<file path="config.mk">
export PLATFORM = sky130hd
export DESIGN_NAME = dining_philosophers_fork_arbiter_unit_flat
export DESIGN_NICKNAME = d
export VERILOG_FILES = /design/src/rtl/dpfa_pkg.sv /design/src/rtl/dpfa_if.sv /design/src/rtl/dpfa_front.sv /design/src/rtl/dpfa_queue.sv /design/src/rtl/dpfa_back.sv /design/src/rtl/dining_philosophers_fork_arbiter_unit.sv /design/src/flat_wrapper.sv
export VERILOG_INCLUDE_DIRS = /design/src /design/src/rtl
export SDC_FILE = /design/constraint.sdc
export NUM_CORES = 1
export LEC_CHECK = 0
export BUFFER_PORTS_ARGS = -buffer_cell sky130_fd_sc_hd__buf_2
export CORE_UTILIZATION = 40
export CTS_CLUSTER_DIAMETER = 40
export DETAILED_ROUTE_END_ITERATION = 16
export GPL_TIMING_DRIVEN = 0
export PLACE_DENSITY_LB_ADDON = 0.25
export SLEW_MARGIN = 20
export SYNTH_ARGS = -nofsm -noshare
export SYNTH_HDL_FRONTEND = slang
export SYNTH_HIERARCHICAL = 1
export SYNTH_SLANG_ARGS = --single-unit
</file>
<file path="constraint.sdc">
create_clock -name clk_i -period 10.3 [get_ports clk_i]
set_input_delay 0.515 -clock clk_i [delete_from_list [all_inputs] [get_ports clk_i]]
set_output_delay 0.515 -clock clk_i [all_outputs]
set_load 0.05 [all_outputs]
</file>
<file path="src/rtl/dining_philosophers_fork_arbiter_unit_assert.svh">
// Assertion macros for the fork arbiter; clocked on clk_i, off while rst_ni is low.
`ifndef DINING_PHILOSOPHERS_FORK_ARBITER_UNIT_ASSERT_SVH
`define DINING_PHILOSOPHERS_FORK_ARBITER_UNIT_ASSERT_SVH

// Same-cycle implication.
`define DPFA_ASSERT_NOW(lbl, ante, cons, msg) \
  lbl: assert property (@(posedge clk_i) disable iff (!rst_ni) (ante) |-> (cons)) \
    else $error(msg);

// Next-cycle implication.
`define DPFA_ASSERT_NEXT(lbl, ante, cons, msg) \
  lbl: assert property (@(posedge clk_i) disable iff (!rst_ni) (ante) |=> (cons)) \
    else $error(msg);

`endif

</file>
<file path="src/rtl/dpfa_pkg.sv">
// Shared types and constants for the fork arbiter.
package dpfa_pkg;

  localparam int MaxSeatsDef  = 16;
  localparam int InitSeatsDef = 5;

  localparam int KindW   = 2;
  localparam int SeatW   = 4;
  localparam int StatusW = 2;
  localparam int CountW  = 5;
  localparam int MaskW   = 16;

  // Command queue between front and back end.
  localparam int QDepth = 2;
  localparam int QPtrW  = $clog2(QDepth);
  localparam int QCntW  = $clog2(QDepth + 1);

  typedef enum logic [KindW-1:0] {
    KIND_TAKE   = 2'd0,
    KIND_PUT    = 2'd1,
    KIND_ADD    = 2'd2,
    KIND_REMOVE = 2'd3
  } kind_e;

  typedef enum logic [StatusW-1:0] {
    STATUS_DONE  = 2'd0,
    STATUS_FULL  = 2'd1,
    STATUS_MIN   = 2'd2,
    STATUS_RANGE = 2'd3
  } status_e;

  typedef struct packed {
    kind_e            kind;
    logic [SeatW-1:0] seat;
    logic             seat_ok;  // seat below the table's capacity
  } cmd_t;

  typedef struct packed {
    logic [QCntW-1:0] cnt;
    logic             empty;
    logic             full;
  } q_stat_t;

  typedef struct packed {
    status_e           status;
    logic              self_granted;
    logic              left_granted;
    logic              right_granted;
    logic [CountW-1:0] seated_count;
    logic [MaskW-1:0]  eating_mask;
  } res_t;

endpackage

</file>
<file path="src/rtl/dpfa_if.sv">
// Request and response channel interfaces of the fork arbiter.
interface dpfa_req_if;
  import dpfa_pkg::*;

  logic             valid;
  logic             ready;
  logic [KindW-1:0] kind;
  logic [SeatW-1:0] seat;

  modport source (output valid, output kind, output seat, input ready);
  modport sink (input valid, input kind, input seat, output ready);
endinterface

interface dpfa_rsp_if;
  import dpfa_pkg::*;

  logic               valid;
  logic               ready;
  logic [StatusW-1:0] status;
  logic               self_granted;
  logic               left_granted;
  logic               right_granted;
  logic [CountW-1:0]  seated_count;
  logic [MaskW-1:0]   eating_mask;

  modport source (output valid, output status, output self_granted, output left_granted,
                  output right_granted, output seated_count, output eating_mask,
                  input ready);
  modport sink (input valid, input status, input self_granted, input left_granted,
                input right_granted, input seated_count, input eating_mask,
                output ready);
endinterface

</file>
<file path="src/rtl/dpfa_front.sv">
// Front end: accepts requests and classifies them into queue commands.
module dpfa_front #(
  parameter int MAX_SEATS = dpfa_pkg::MaxSeatsDef
) (
  dpfa_req_if.sink          req,
  input  dpfa_pkg::q_stat_t q_stat_i,
  output logic              push_o,
  output dpfa_pkg::cmd_t    cmd_o
);
  import dpfa_pkg::*;

  localparam int SeatCapW = $clog2(MAX_SEATS + 1);
  localparam int CmpW     = (SeatCapW > SeatW) ? SeatCapW : SeatW;

  assign req.ready = !q_stat_i.full;
  assign push_o    = req.valid && !q_stat_i.full;

  always_comb begin
    cmd_o.kind    = kind_e'(req.kind);
    cmd_o.seat    = req.seat;
    cmd_o.seat_ok = (CmpW'(req.seat) < CmpW'(MAX_SEATS));
  end

endmodule

</file>
<file path="src/rtl/dpfa_queue.sv">
// Short command queue between the front and back end.
module dpfa_queue (
  input  logic              clk_i,
  input  logic              rst_ni,
  input  logic              push_i,
  input  dpfa_pkg::cmd_t    cmd_i,
  input  logic              pop_i,
  output dpfa_pkg::cmd_t    cmd_o,
  output dpfa_pkg::q_stat_t q_stat_o
);
  import dpfa_pkg::*;

  cmd_t             slots_q [QDepth];
  logic [QPtrW-1:0] wr_ptr_q, wr_ptr_d;
  logic [QPtrW-1:0] rd_ptr_q, rd_ptr_d;
  logic [QCntW-1:0] cnt_q, cnt_d;

  always_comb begin
    wr_ptr_d = push_i ? QPtrW'(wr_ptr_q + 1'b1) : wr_ptr_q;
    rd_ptr_d = pop_i ? QPtrW'(rd_ptr_q + 1'b1) : rd_ptr_q;
    cnt_d    = cnt_q;
    if (push_i && !pop_i) begin
      cnt_d = QCntW'(cnt_q + 1'b1);
    end else if (pop_i && !push_i) begin
      cnt_d = QCntW'(cnt_q - 1'b1);
    end
  end

  always_ff @(posedge clk_i or negedge rst_ni) begin
    if (!rst_ni) begin
      wr_ptr_q <= '0;
      rd_ptr_q <= '0;
      cnt_q    <= '0;
    end else begin
      wr_ptr_q <= wr_ptr_d;
      rd_ptr_q <= rd_ptr_d;
      cnt_q    <= cnt_d;
    end
  end

  always_ff @(posedge clk_i) begin
    if (push_i) begin
      slots_q[wr_ptr_q] <= cmd_i;
    end
  end

  assign cmd_o          = slots_q[rd_ptr_q];
  assign q_stat_o.cnt   = cnt_q;
  assign q_stat_o.empty = (cnt_q == '0);
  assign q_stat_o.full  = (cnt_q == QCntW'(QDepth));

endmodule

</file>
<file path="src/rtl/dpfa_back.sv">
// Back end: seat state, fork arbitration and the registered result.
module dpfa_back #(
  parameter int MAX_SEATS     = dpfa_pkg::MaxSeatsDef,
  parameter int INITIAL_SEATS = dpfa_pkg::InitSeatsDef
) (
  input  logic              clk_i,
  input  logic              rst_ni,
  input  dpfa_pkg::cmd_t    cmd_i,
  input  dpfa_pkg::q_stat_t q_stat_i,
  output logic              pop_o,
  dpfa_rsp_if.source        rsp
);
  import dpfa_pkg::*;

  localparam int IdxW    = $clog2(MAX_SEATS);
  localparam int CntW    = $clog2(MAX_SEATS + 1);
  localparam int CmpW    = (CntW > SeatW) ? CntW : SeatW;
  localparam int InitEff = (INITIAL_SEATS < MAX_SEATS) ? INITIAL_SEATS : MAX_SEATS;
  localparam int PadW    = (MAX_SEATS > MaskW) ? MAX_SEATS : MaskW;

  typedef logic [IdxW-1:0] idx_t;
  typedef logic [MAX_SEATS-1:0] vec_t;

  function automatic idx_t left_of(idx_t i, idx_t last);
    return (i == '0) ? last : idx_t'(i - 1'b1);
  endfunction

  function automatic idx_t right_of(idx_t i, idx_t last);
    return (i == last) ? '0 : idx_t'(i + 1'b1);
  endfunction

  // thinking is neither hungry nor eating
  vec_t            hungry_q, hungry_d, eating_q, eating_d;
  logic [CntW-1:0] count_q, count_d;
  logic            out_valid_q, out_valid_d;
  res_t            res_q, res_d;

  idx_t last, s, sl, sr, sll, slr, srl, srr;
  vec_t oh_s, oh_l, oh_r, h0, e0, h1, e1;
  logic in_range, self_g, gl, gr;
  logic [PadW-1:0] eat_pad;

  assign pop_o = !q_stat_i.empty && (!out_valid_q || rsp.ready);

  always_comb begin
    last     = idx_t'(count_q - 1'b1);
    s        = idx_t'(cmd_i.seat);
    in_range = cmd_i.seat_ok && (CmpW'(cmd_i.seat) < CmpW'(count_q));
    sl       = left_of(s, last);
    sr       = right_of(s, last);
    sll      = left_of(sl, last);
    slr      = right_of(sl, last);
    srl      = left_of(sr, last);
    srr      = right_of(sr, last);
    oh_s     = vec_t'(1) << s;
    oh_l     = vec_t'(1) << sl;
    oh_r     = vec_t'(1) << sr;
    h0       = hungry_q & ~oh_s;
    e0       = eating_q & ~oh_s;
    // take: the seat turns hungry and eats if neither neighbour eats
    self_g   = !e0[sl] && !e0[sr];
    // put: retest left, then right against the updated state
    gl       = h0[sl] && !e0[sll] && !e0[slr];
    e1       = gl ? (e0 | oh_l) : e0;
    h1       = gl ? (h0 & ~oh_l) : h0;
    gr       = h1[sr] && !e1[srl] && !e1[srr];
  end

  always_comb begin
    hungry_d          = hungry_q;
    eating_d          = eating_q;
    count_d           = count_q;
    res_d.status      = STATUS_DONE;
    res_d.self_granted  = 1'b0;
    res_d.left_granted  = 1'b0;
    res_d.right_granted = 1'b0;
    case (cmd_i.kind)
      KIND_TAKE: begin
        if (!in_range) begin
          res_d.status = STATUS_RANGE;
        end else begin
          hungry_d = self_g ? h0 : (h0 | oh_s);
          eating_d = self_g ? (e0 | oh_s) : e0;
          res_d.self_granted = self_g;
        end
      end
      KIND_PUT: begin
        if (!in_range) begin
          res_d.status = STATUS_RANGE;
        end else begin
          hungry_d = gr ? (h1 & ~oh_r) : h1;
          eating_d = gr ? (e1 | oh_r) : e1;
          res_d.left_granted  = gl;
          res_d.right_granted = gr;
        end
      end
      KIND_ADD: begin
        if (count_q >= CntW'(MAX_SEATS)) begin
          res_d.status = STATUS_FULL;
        end else begin
          hungry_d = hungry_q & ~(vec_t'(1) << idx_t'(count_q));
          eating_d = eating_q & ~(vec_t'(1) << idx_t'(count_q));
          count_d  = CntW'(count_q + 1'b1);
        end
      end
      KIND_REMOVE: begin
        if (count_q <= CntW'(InitEff)) begin
          res_d.status = STATUS_MIN;
        end else begin
          // dropped slot goes back to thinking, no retest
          count_d  = CntW'(count_q - 1'b1);
          hungry_d = hungry_q & ~(vec_t'(1) << idx_t'(count_d));
          eating_d = eating_q & ~(vec_t'(1) << idx_t'(count_d));
        end
      end
      default: begin
        res_d.status = STATUS_DONE;
      end
    endcase
    res_d.seated_count = CountW'(count_d);
    eat_pad = PadW'(eating_d);
    for (int i = 0; i < MaskW; i++) begin
      res_d.eating_mask[i] = eat_pad[i] && (i < int'(count_d));
    end
  end

  always_comb begin
    out_valid_d = out_valid_q;
    if (pop_o) begin
      out_valid_d = 1'b1;
    end else if (rsp.ready) begin
      out_valid_d = 1'b0;
    end
  end

  always_ff @(posedge clk_i or negedge rst_ni) begin
    if (!rst_ni) begin
      hungry_q    <= '0;
      eating_q    <= '0;
      count_q     <= CntW'(InitEff);
      out_valid_q <= 1'b0;
    end else begin
      out_valid_q <= out_valid_d;
      if (pop_o) begin
        hungry_q <= hungry_d;
        eating_q <= eating_d;
        count_q  <= count_d;
      end
    end
  end

  always_ff @(posedge clk_i) begin
    if (pop_o) begin
      res_q <= res_d;
    end
  end

  assign rsp.valid         = out_valid_q;
  assign rsp.status        = res_q.status;
  assign rsp.self_granted  = res_q.self_granted;
  assign rsp.left_granted  = res_q.left_granted;
  assign rsp.right_granted = res_q.right_granted;
  assign rsp.seated_count  = res_q.seated_count;
  assign rsp.eating_mask   = res_q.eating_mask;

endmodule

</file>
<file path="src/rtl/dining_philosophers_fork_arbiter_unit.sv">
// Fork arbiter for a ring of dining philosophers: front end, command queue, back end.
//
// Usage:
//   in_i  carries one request per transaction: kind (take, put, add, remove) and seat.
//   out_o returns exactly one result per request, in order: status, grant flags,
//   seated count and the eating mask of seats 0..15.
//   Both channels use valid/ready; a transaction completes when both are high.
// Timing:
//   A request passes through the two-entry command queue and then the result
//   register before it reaches out_o.
//   Sustained rate is one request per cycle while out_o takes results, set by the
//   back end, which updates the seat state and the left-then-right retest as it pops.
// Reset:
//   All seats thinking, seated count at INITIAL_SEATS (capped at MAX_SEATS),
//   queue empty and no result pending.
// Backpressure:
//   While out_o is stalled the result register holds; the back end stops and
//   the queue fills, after which in_i.ready drops. Nothing is lost or repeated.
module dining_philosophers_fork_arbiter_unit #(
  parameter int MAX_SEATS     = dpfa_pkg::MaxSeatsDef,
  parameter int INITIAL_SEATS = dpfa_pkg::InitSeatsDef
) (
  input logic        clk_i,
  input logic        rst_ni,
  dpfa_req_if.sink   in_i,
  dpfa_rsp_if.source out_o
);
  import dpfa_pkg::*;

  logic    push, pop;
  cmd_t    cmd_in, cmd_head;
  q_stat_t q_stat;

  dpfa_front #(
    .MAX_SEATS(MAX_SEATS)
  ) u_front (
    .req     (in_i),
    .q_stat_i(q_stat),
    .push_o  (push),
    .cmd_o   (cmd_in)
  );

  dpfa_queue u_queue (
    .clk_i   (clk_i),
    .rst_ni  (rst_ni),
    .push_i  (push),
    .cmd_i   (cmd_in),
    .pop_i   (pop),
    .cmd_o   (cmd_head),
    .q_stat_o(q_stat)
  );

  dpfa_back #(
    .MAX_SEATS    (MAX_SEATS),
    .INITIAL_SEATS(INITIAL_SEATS)
  ) u_back (
    .clk_i   (clk_i),
    .rst_ni  (rst_ni),
    .cmd_i   (cmd_head),
    .q_stat_i(q_stat),
    .pop_o   (pop),
    .rsp     (out_o)
  );

  `include "dining_philosophers_fork_arbiter_unit_assert.svh"

  `DPFA_ASSERT_NOW(a_pop_needs_cmd, pop, !q_stat.empty, "pop from empty command queue")
  `DPFA_ASSERT_NEXT(a_pop_gives_result, pop, out_o.valid, "executed command left no result")
  `DPFA_ASSERT_NEXT(a_queue_grows, push && !pop, q_stat.cnt == $past(q_stat.cnt) + 1'b1, "queue count did not grow on push")
  `DPFA_ASSERT_NOW(a_fail_no_grant, out_o.valid && (out_o.status != STATUS_DONE), !out_o.self_granted && !out_o.left_granted && !out_o.right_granted, "grant reported with failed status")

endmodule
</file>
<file path="src/flat_wrapper.sv">
// flat-port wrapper written by rule: the top's interface ports become plain ports
module dining_philosophers_fork_arbiter_unit_flat import dpfa_pkg::*;
#(
  parameter int MAX_SEATS     = dpfa_pkg::MaxSeatsDef,
  parameter int INITIAL_SEATS = dpfa_pkg::InitSeatsDef
)
  (clk_i, rst_ni, in_i_valid, in_i_kind, in_i_seat, in_i_ready, out_o_valid, out_o_status, out_o_self_granted, out_o_left_granted, out_o_right_granted, out_o_seated_count, out_o_eating_mask, out_o_ready);
  dpfa_req_if in_i_i ();
  dpfa_rsp_if out_o_i ();
  input logic clk_i;
  input logic rst_ni;
  input wire logic [$bits(in_i_i.valid)-1:0] in_i_valid;
  input wire logic [$bits(in_i_i.kind)-1:0] in_i_kind;
  input wire logic [$bits(in_i_i.seat)-1:0] in_i_seat;
  output wire logic [$bits(in_i_i.ready)-1:0] in_i_ready;
  output wire logic [$bits(out_o_i.valid)-1:0] out_o_valid;
  output wire logic [$bits(out_o_i.status)-1:0] out_o_status;
  output wire logic [$bits(out_o_i.self_granted)-1:0] out_o_self_granted;
  output wire logic [$bits(out_o_i.left_granted)-1:0] out_o_left_granted;
  output wire logic [$bits(out_o_i.right_granted)-1:0] out_o_right_granted;
  output wire logic [$bits(out_o_i.seated_count)-1:0] out_o_seated_count;
  output wire logic [$bits(out_o_i.eating_mask)-1:0] out_o_eating_mask;
  input wire logic [$bits(out_o_i.ready)-1:0] out_o_ready;
  assign in_i_i.valid = in_i_valid;
  assign in_i_i.kind = in_i_kind;
  assign in_i_i.seat = in_i_seat;
  assign in_i_ready = in_i_i.ready;
  assign out_o_valid = out_o_i.valid;
  assign out_o_status = out_o_i.status;
  assign out_o_self_granted = out_o_i.self_granted;
  assign out_o_left_granted = out_o_i.left_granted;
  assign out_o_right_granted = out_o_i.right_granted;
  assign out_o_seated_count = out_o_i.seated_count;
  assign out_o_eating_mask = out_o_i.eating_mask;
  assign out_o_i.ready = out_o_ready;
  dining_philosophers_fork_arbiter_unit #(.MAX_SEATS(MAX_SEATS), .INITIAL_SEATS(INITIAL_SEATS)) u_core (.clk_i(clk_i), .rst_ni(rst_ni), .in_i(in_i_i), .out_o(out_o_i));
endmodule
</file>
==> out/metrics.yaml <==
outcome:
  status: "completed"
clock_network:
  htree_levels: 3
  clk_pin_slew_worst_paths_ns: 0.07
  cts.sink_count: 82
  ctsHoldBuffers: 0
  cts_made_buffers: 9
  cts_resized: 0
  ctsRootBufferMaster: "clkbuf_16"
  clockBufferDepth: 2
  cts_tree: "yes"
  clk_latency_ns: 0.36
  post_cts_buffers: 0
synthesis:
  ys_seq_area_share_pct: 25.0
  post_synth_fa_ha_maj_area_fraction_pct: 5.27
  ys_ff_latch: 82
  synthMuxAreaShare_pct: 2.47
  synth_fp_nets: 1212
  synth_top_family_by_area: "compound AO/OA/AOI/OAI gates"
  synth-edff-count: 40
  async_flop_share_pct: 51.2
  yosysWarnings: 6
  synth_most_common_cell: "nand2_1"
  avgSynthCellArea_um2: 7.75
  ys_types: 113
  synthXorXnorAreaFrac_pct: 1.71
  synth_top_area_cell: "edfxtp_1"
  synth_ff_type: "edfxtp_1"
  synth_area_leaders: "edfxtp_1 13%, dfrtp_1 11%, nand2_1 5.8%"
  synth_common_cells: "140 x nand2_1, 108 x nor2_1, 100 x o21ai_0, 74 x a21oi_1, 55 x nand3_1"
  synthCells: 1164
  synth_compound_area_share_pct: 34.1
  netlist_area_mm2: 0.00902
  synth_top_cell_area_share_pct: 13.3
  synth-simple-area-share_pct: 24.6
setup_path:
  worstPathArrival_ns: 8.65
  path_class: "reg2reg"
  r2r-start: "u_core/u_queue/rd_ptr_q"
  crit_slowest_cell: "clkbuf_1"
  r2r_cells: 30
  startpoint_type: "flip-flop"
  r2r-end: "u_core/u_back/rsp.eating_mask[1]"
  path_common_cell: "buf_6"
  rrSetupSlack_ns: 1.74
  cp.required_ns: 10.39
  worst-path-max-fanout: 13
  slowest_delay_ns: 0.67
  crit_path_end_kind: "flip-flop"
timing:
  slew_headroom_pct: 21.2
  worstMarginPinSlew_ns: 1.18
  finalSetupTns_ns: 0
  finalClockSkew_ns: 0.0140
  finalCritPeriodShare_pct: 83.1
  period_minus_slack_ns: 8.56
  setup_violations: 0
  grt_setup_unrepaired: "no"
  fin_ws_ns: 1.74
  finalHoldViolations: 0
  slew_viol_final: 0
  fmax_mhz: 117
placement:
  dp.cells: 1476
  portBuffers: 31
  dp_hpwl_um: 33900
  pre_cts_ws_ns: 2.11
  place_congestion: 1.06
layout:
  antenna_cells: 0
  stdcell_count: 1492
  layout-drive-gt1-share_pct: 13.4
  nNetsFinal: 1255
  multiInputGateArea_mm2: 0.00615
  nFillCells: 2211
  syn_to_final_growth_pct: 9.16
  regArea_mm2: 0.00225
die:
  start_util_pct: 41.1
  die_h_um: 152
  die_area_mm2: 0.0232
  die_w_um: 152
  core_mm2: 0.0220
  rows: 54
  num_io_pins: 38
detailed_routing:
  drc: 0
  drt_iter0_markers: 1449
  viasPerCell: 7.01
  routed-via-count: 10500
  wl_per_cell_um: 29.8
  drt_first_pass_iters: 7
  wl_um: 44400
  ant_nets: 0
grt:
  grt_pass1_vias: 9882
  gr-total-overflow: 0
  grt_pass1_wl_um: 65200
  track_usage_pct: 38.2
  grt_max_degree: 43
  antenna_found_initial: 0
flow_run:
  max_cap_violations: 0
min_path:
  worst_hold_path_type: "in2async"
==> worst max path at each step <==
stage	startpoint	cells after the start	slack, ns	end
floorplan	u_core/u_queue/rd_ptr_q	29	3.69	flip-flop
global placement	u_core/u_queue/rd_ptr_q	30	2.09	u_core/u_back/rsp.eating_mask[1]
detailed placement	u_core/u_queue/rd_ptr_q	30	2.11	u_core/u_back/rsp.eating_mask[1]
CTS	u_core/u_queue/rd_ptr_q	30	2.08	u_core/u_back/rsp.eating_mask[1]
global route	u_core/u_queue/rd_ptr_q	30	1.48	u_core/u_back/rsp.eating_mask[1]
finish	u_core/u_queue/rd_ptr_q	30	1.74	u_core/u_back/rsp.eating_mask[1]
==> stage by stage <==
| stage | hold slack (ns) | util, % | instance area [µm²] |
|---|---|---|---|
| 3_3_place_gp | 0.473 | 43.4 | 9530 |
| 4_1_cts | 0.344 | 44.8 | 9840 |
| 5_1_grt | 0.210 | 44.8 | 9850 |
| 6_report | 0.171 | 44.8 | 9850 |
| 3_5_place_dp | 0.475 | 43.5 | 9550 |
| 2_1_floorplan | 0.219 | - | 9020 |
==> cell type report <==
cell class / instances / share of cell area [%]
inverter: 45 / 1.72
multi-input combinational: 949 / 62.5
clock inverter: 7 / 0.648
sequential: 82 / 22.9
clock buffer: 9 / 2.29
timing repair buffer: 32 / 1.88
buffer: 88 / 4.52
tap: 280 / 3.56
==> kinds of logic after synthesis <==
| group | after synthesis |
|---|---|
| flops | 82 |
| compound gates | 426 |
| fa+ha+maj | 38 |
| xor+xnor | 16 |
| simple gates | 447 |
| mux | 21 |
| other cells | 1 |
| buf+inv | 133 |
==> worst max-delay path: cells and delay by family (launching register included) <==
family,cells,cell delay (ns)
buf+inv,10,2.66
fa+ha+maj,3,0.82
mux,1,0.37
flops,1,0.34
compound gates,6,1.58
simple gates,10,2.49
==> routing by layer <==
layer / GRT usage [%] / vias up / wire, µm
met3: 8.45 / 175 / 4970
li1: - / 4484 / -
met5: 0 / - / 0
met1: 51.5 / 5049 / 18000
met4: 20.7 / 0 / 2860
met2: 56.6 / 746 / 18600
==> layout by cell type (no fill, tap or decap), drive strengths merged, types with 10 or more instances in the layout <==
| cell type | count |
|---|---|
| nand4 | 19 |
| nor3 | 22 |
| and2 | 22 |
| a211oi | 15 |
| dfrtp | 40 |
| clkbuf | 60 |
| mux2 | 10 |
| nand2 | 141 |
| o31ai | 10 |
| o311ai | 10 |
| nor2b | 11 |
| buf | 69 |
| a311oi | 11 |
| nor2 | 108 |
| and3 | 15 |
| a31oi | 33 |
| edfxtp | 40 |
| mux2i | 11 |
| nand2b | 12 |
| o21ai | 113 |
| ha | 38 |
| a21oi | 78 |
| nand3 | 56 |
| a2111oi | 10 |
| o22ai | 13 |
| inv | 43 |
| o211ai | 22 |
Power is not shown: default switching activity piles up to over one toggle a cycle in this logic, so the estimate is an artifact.
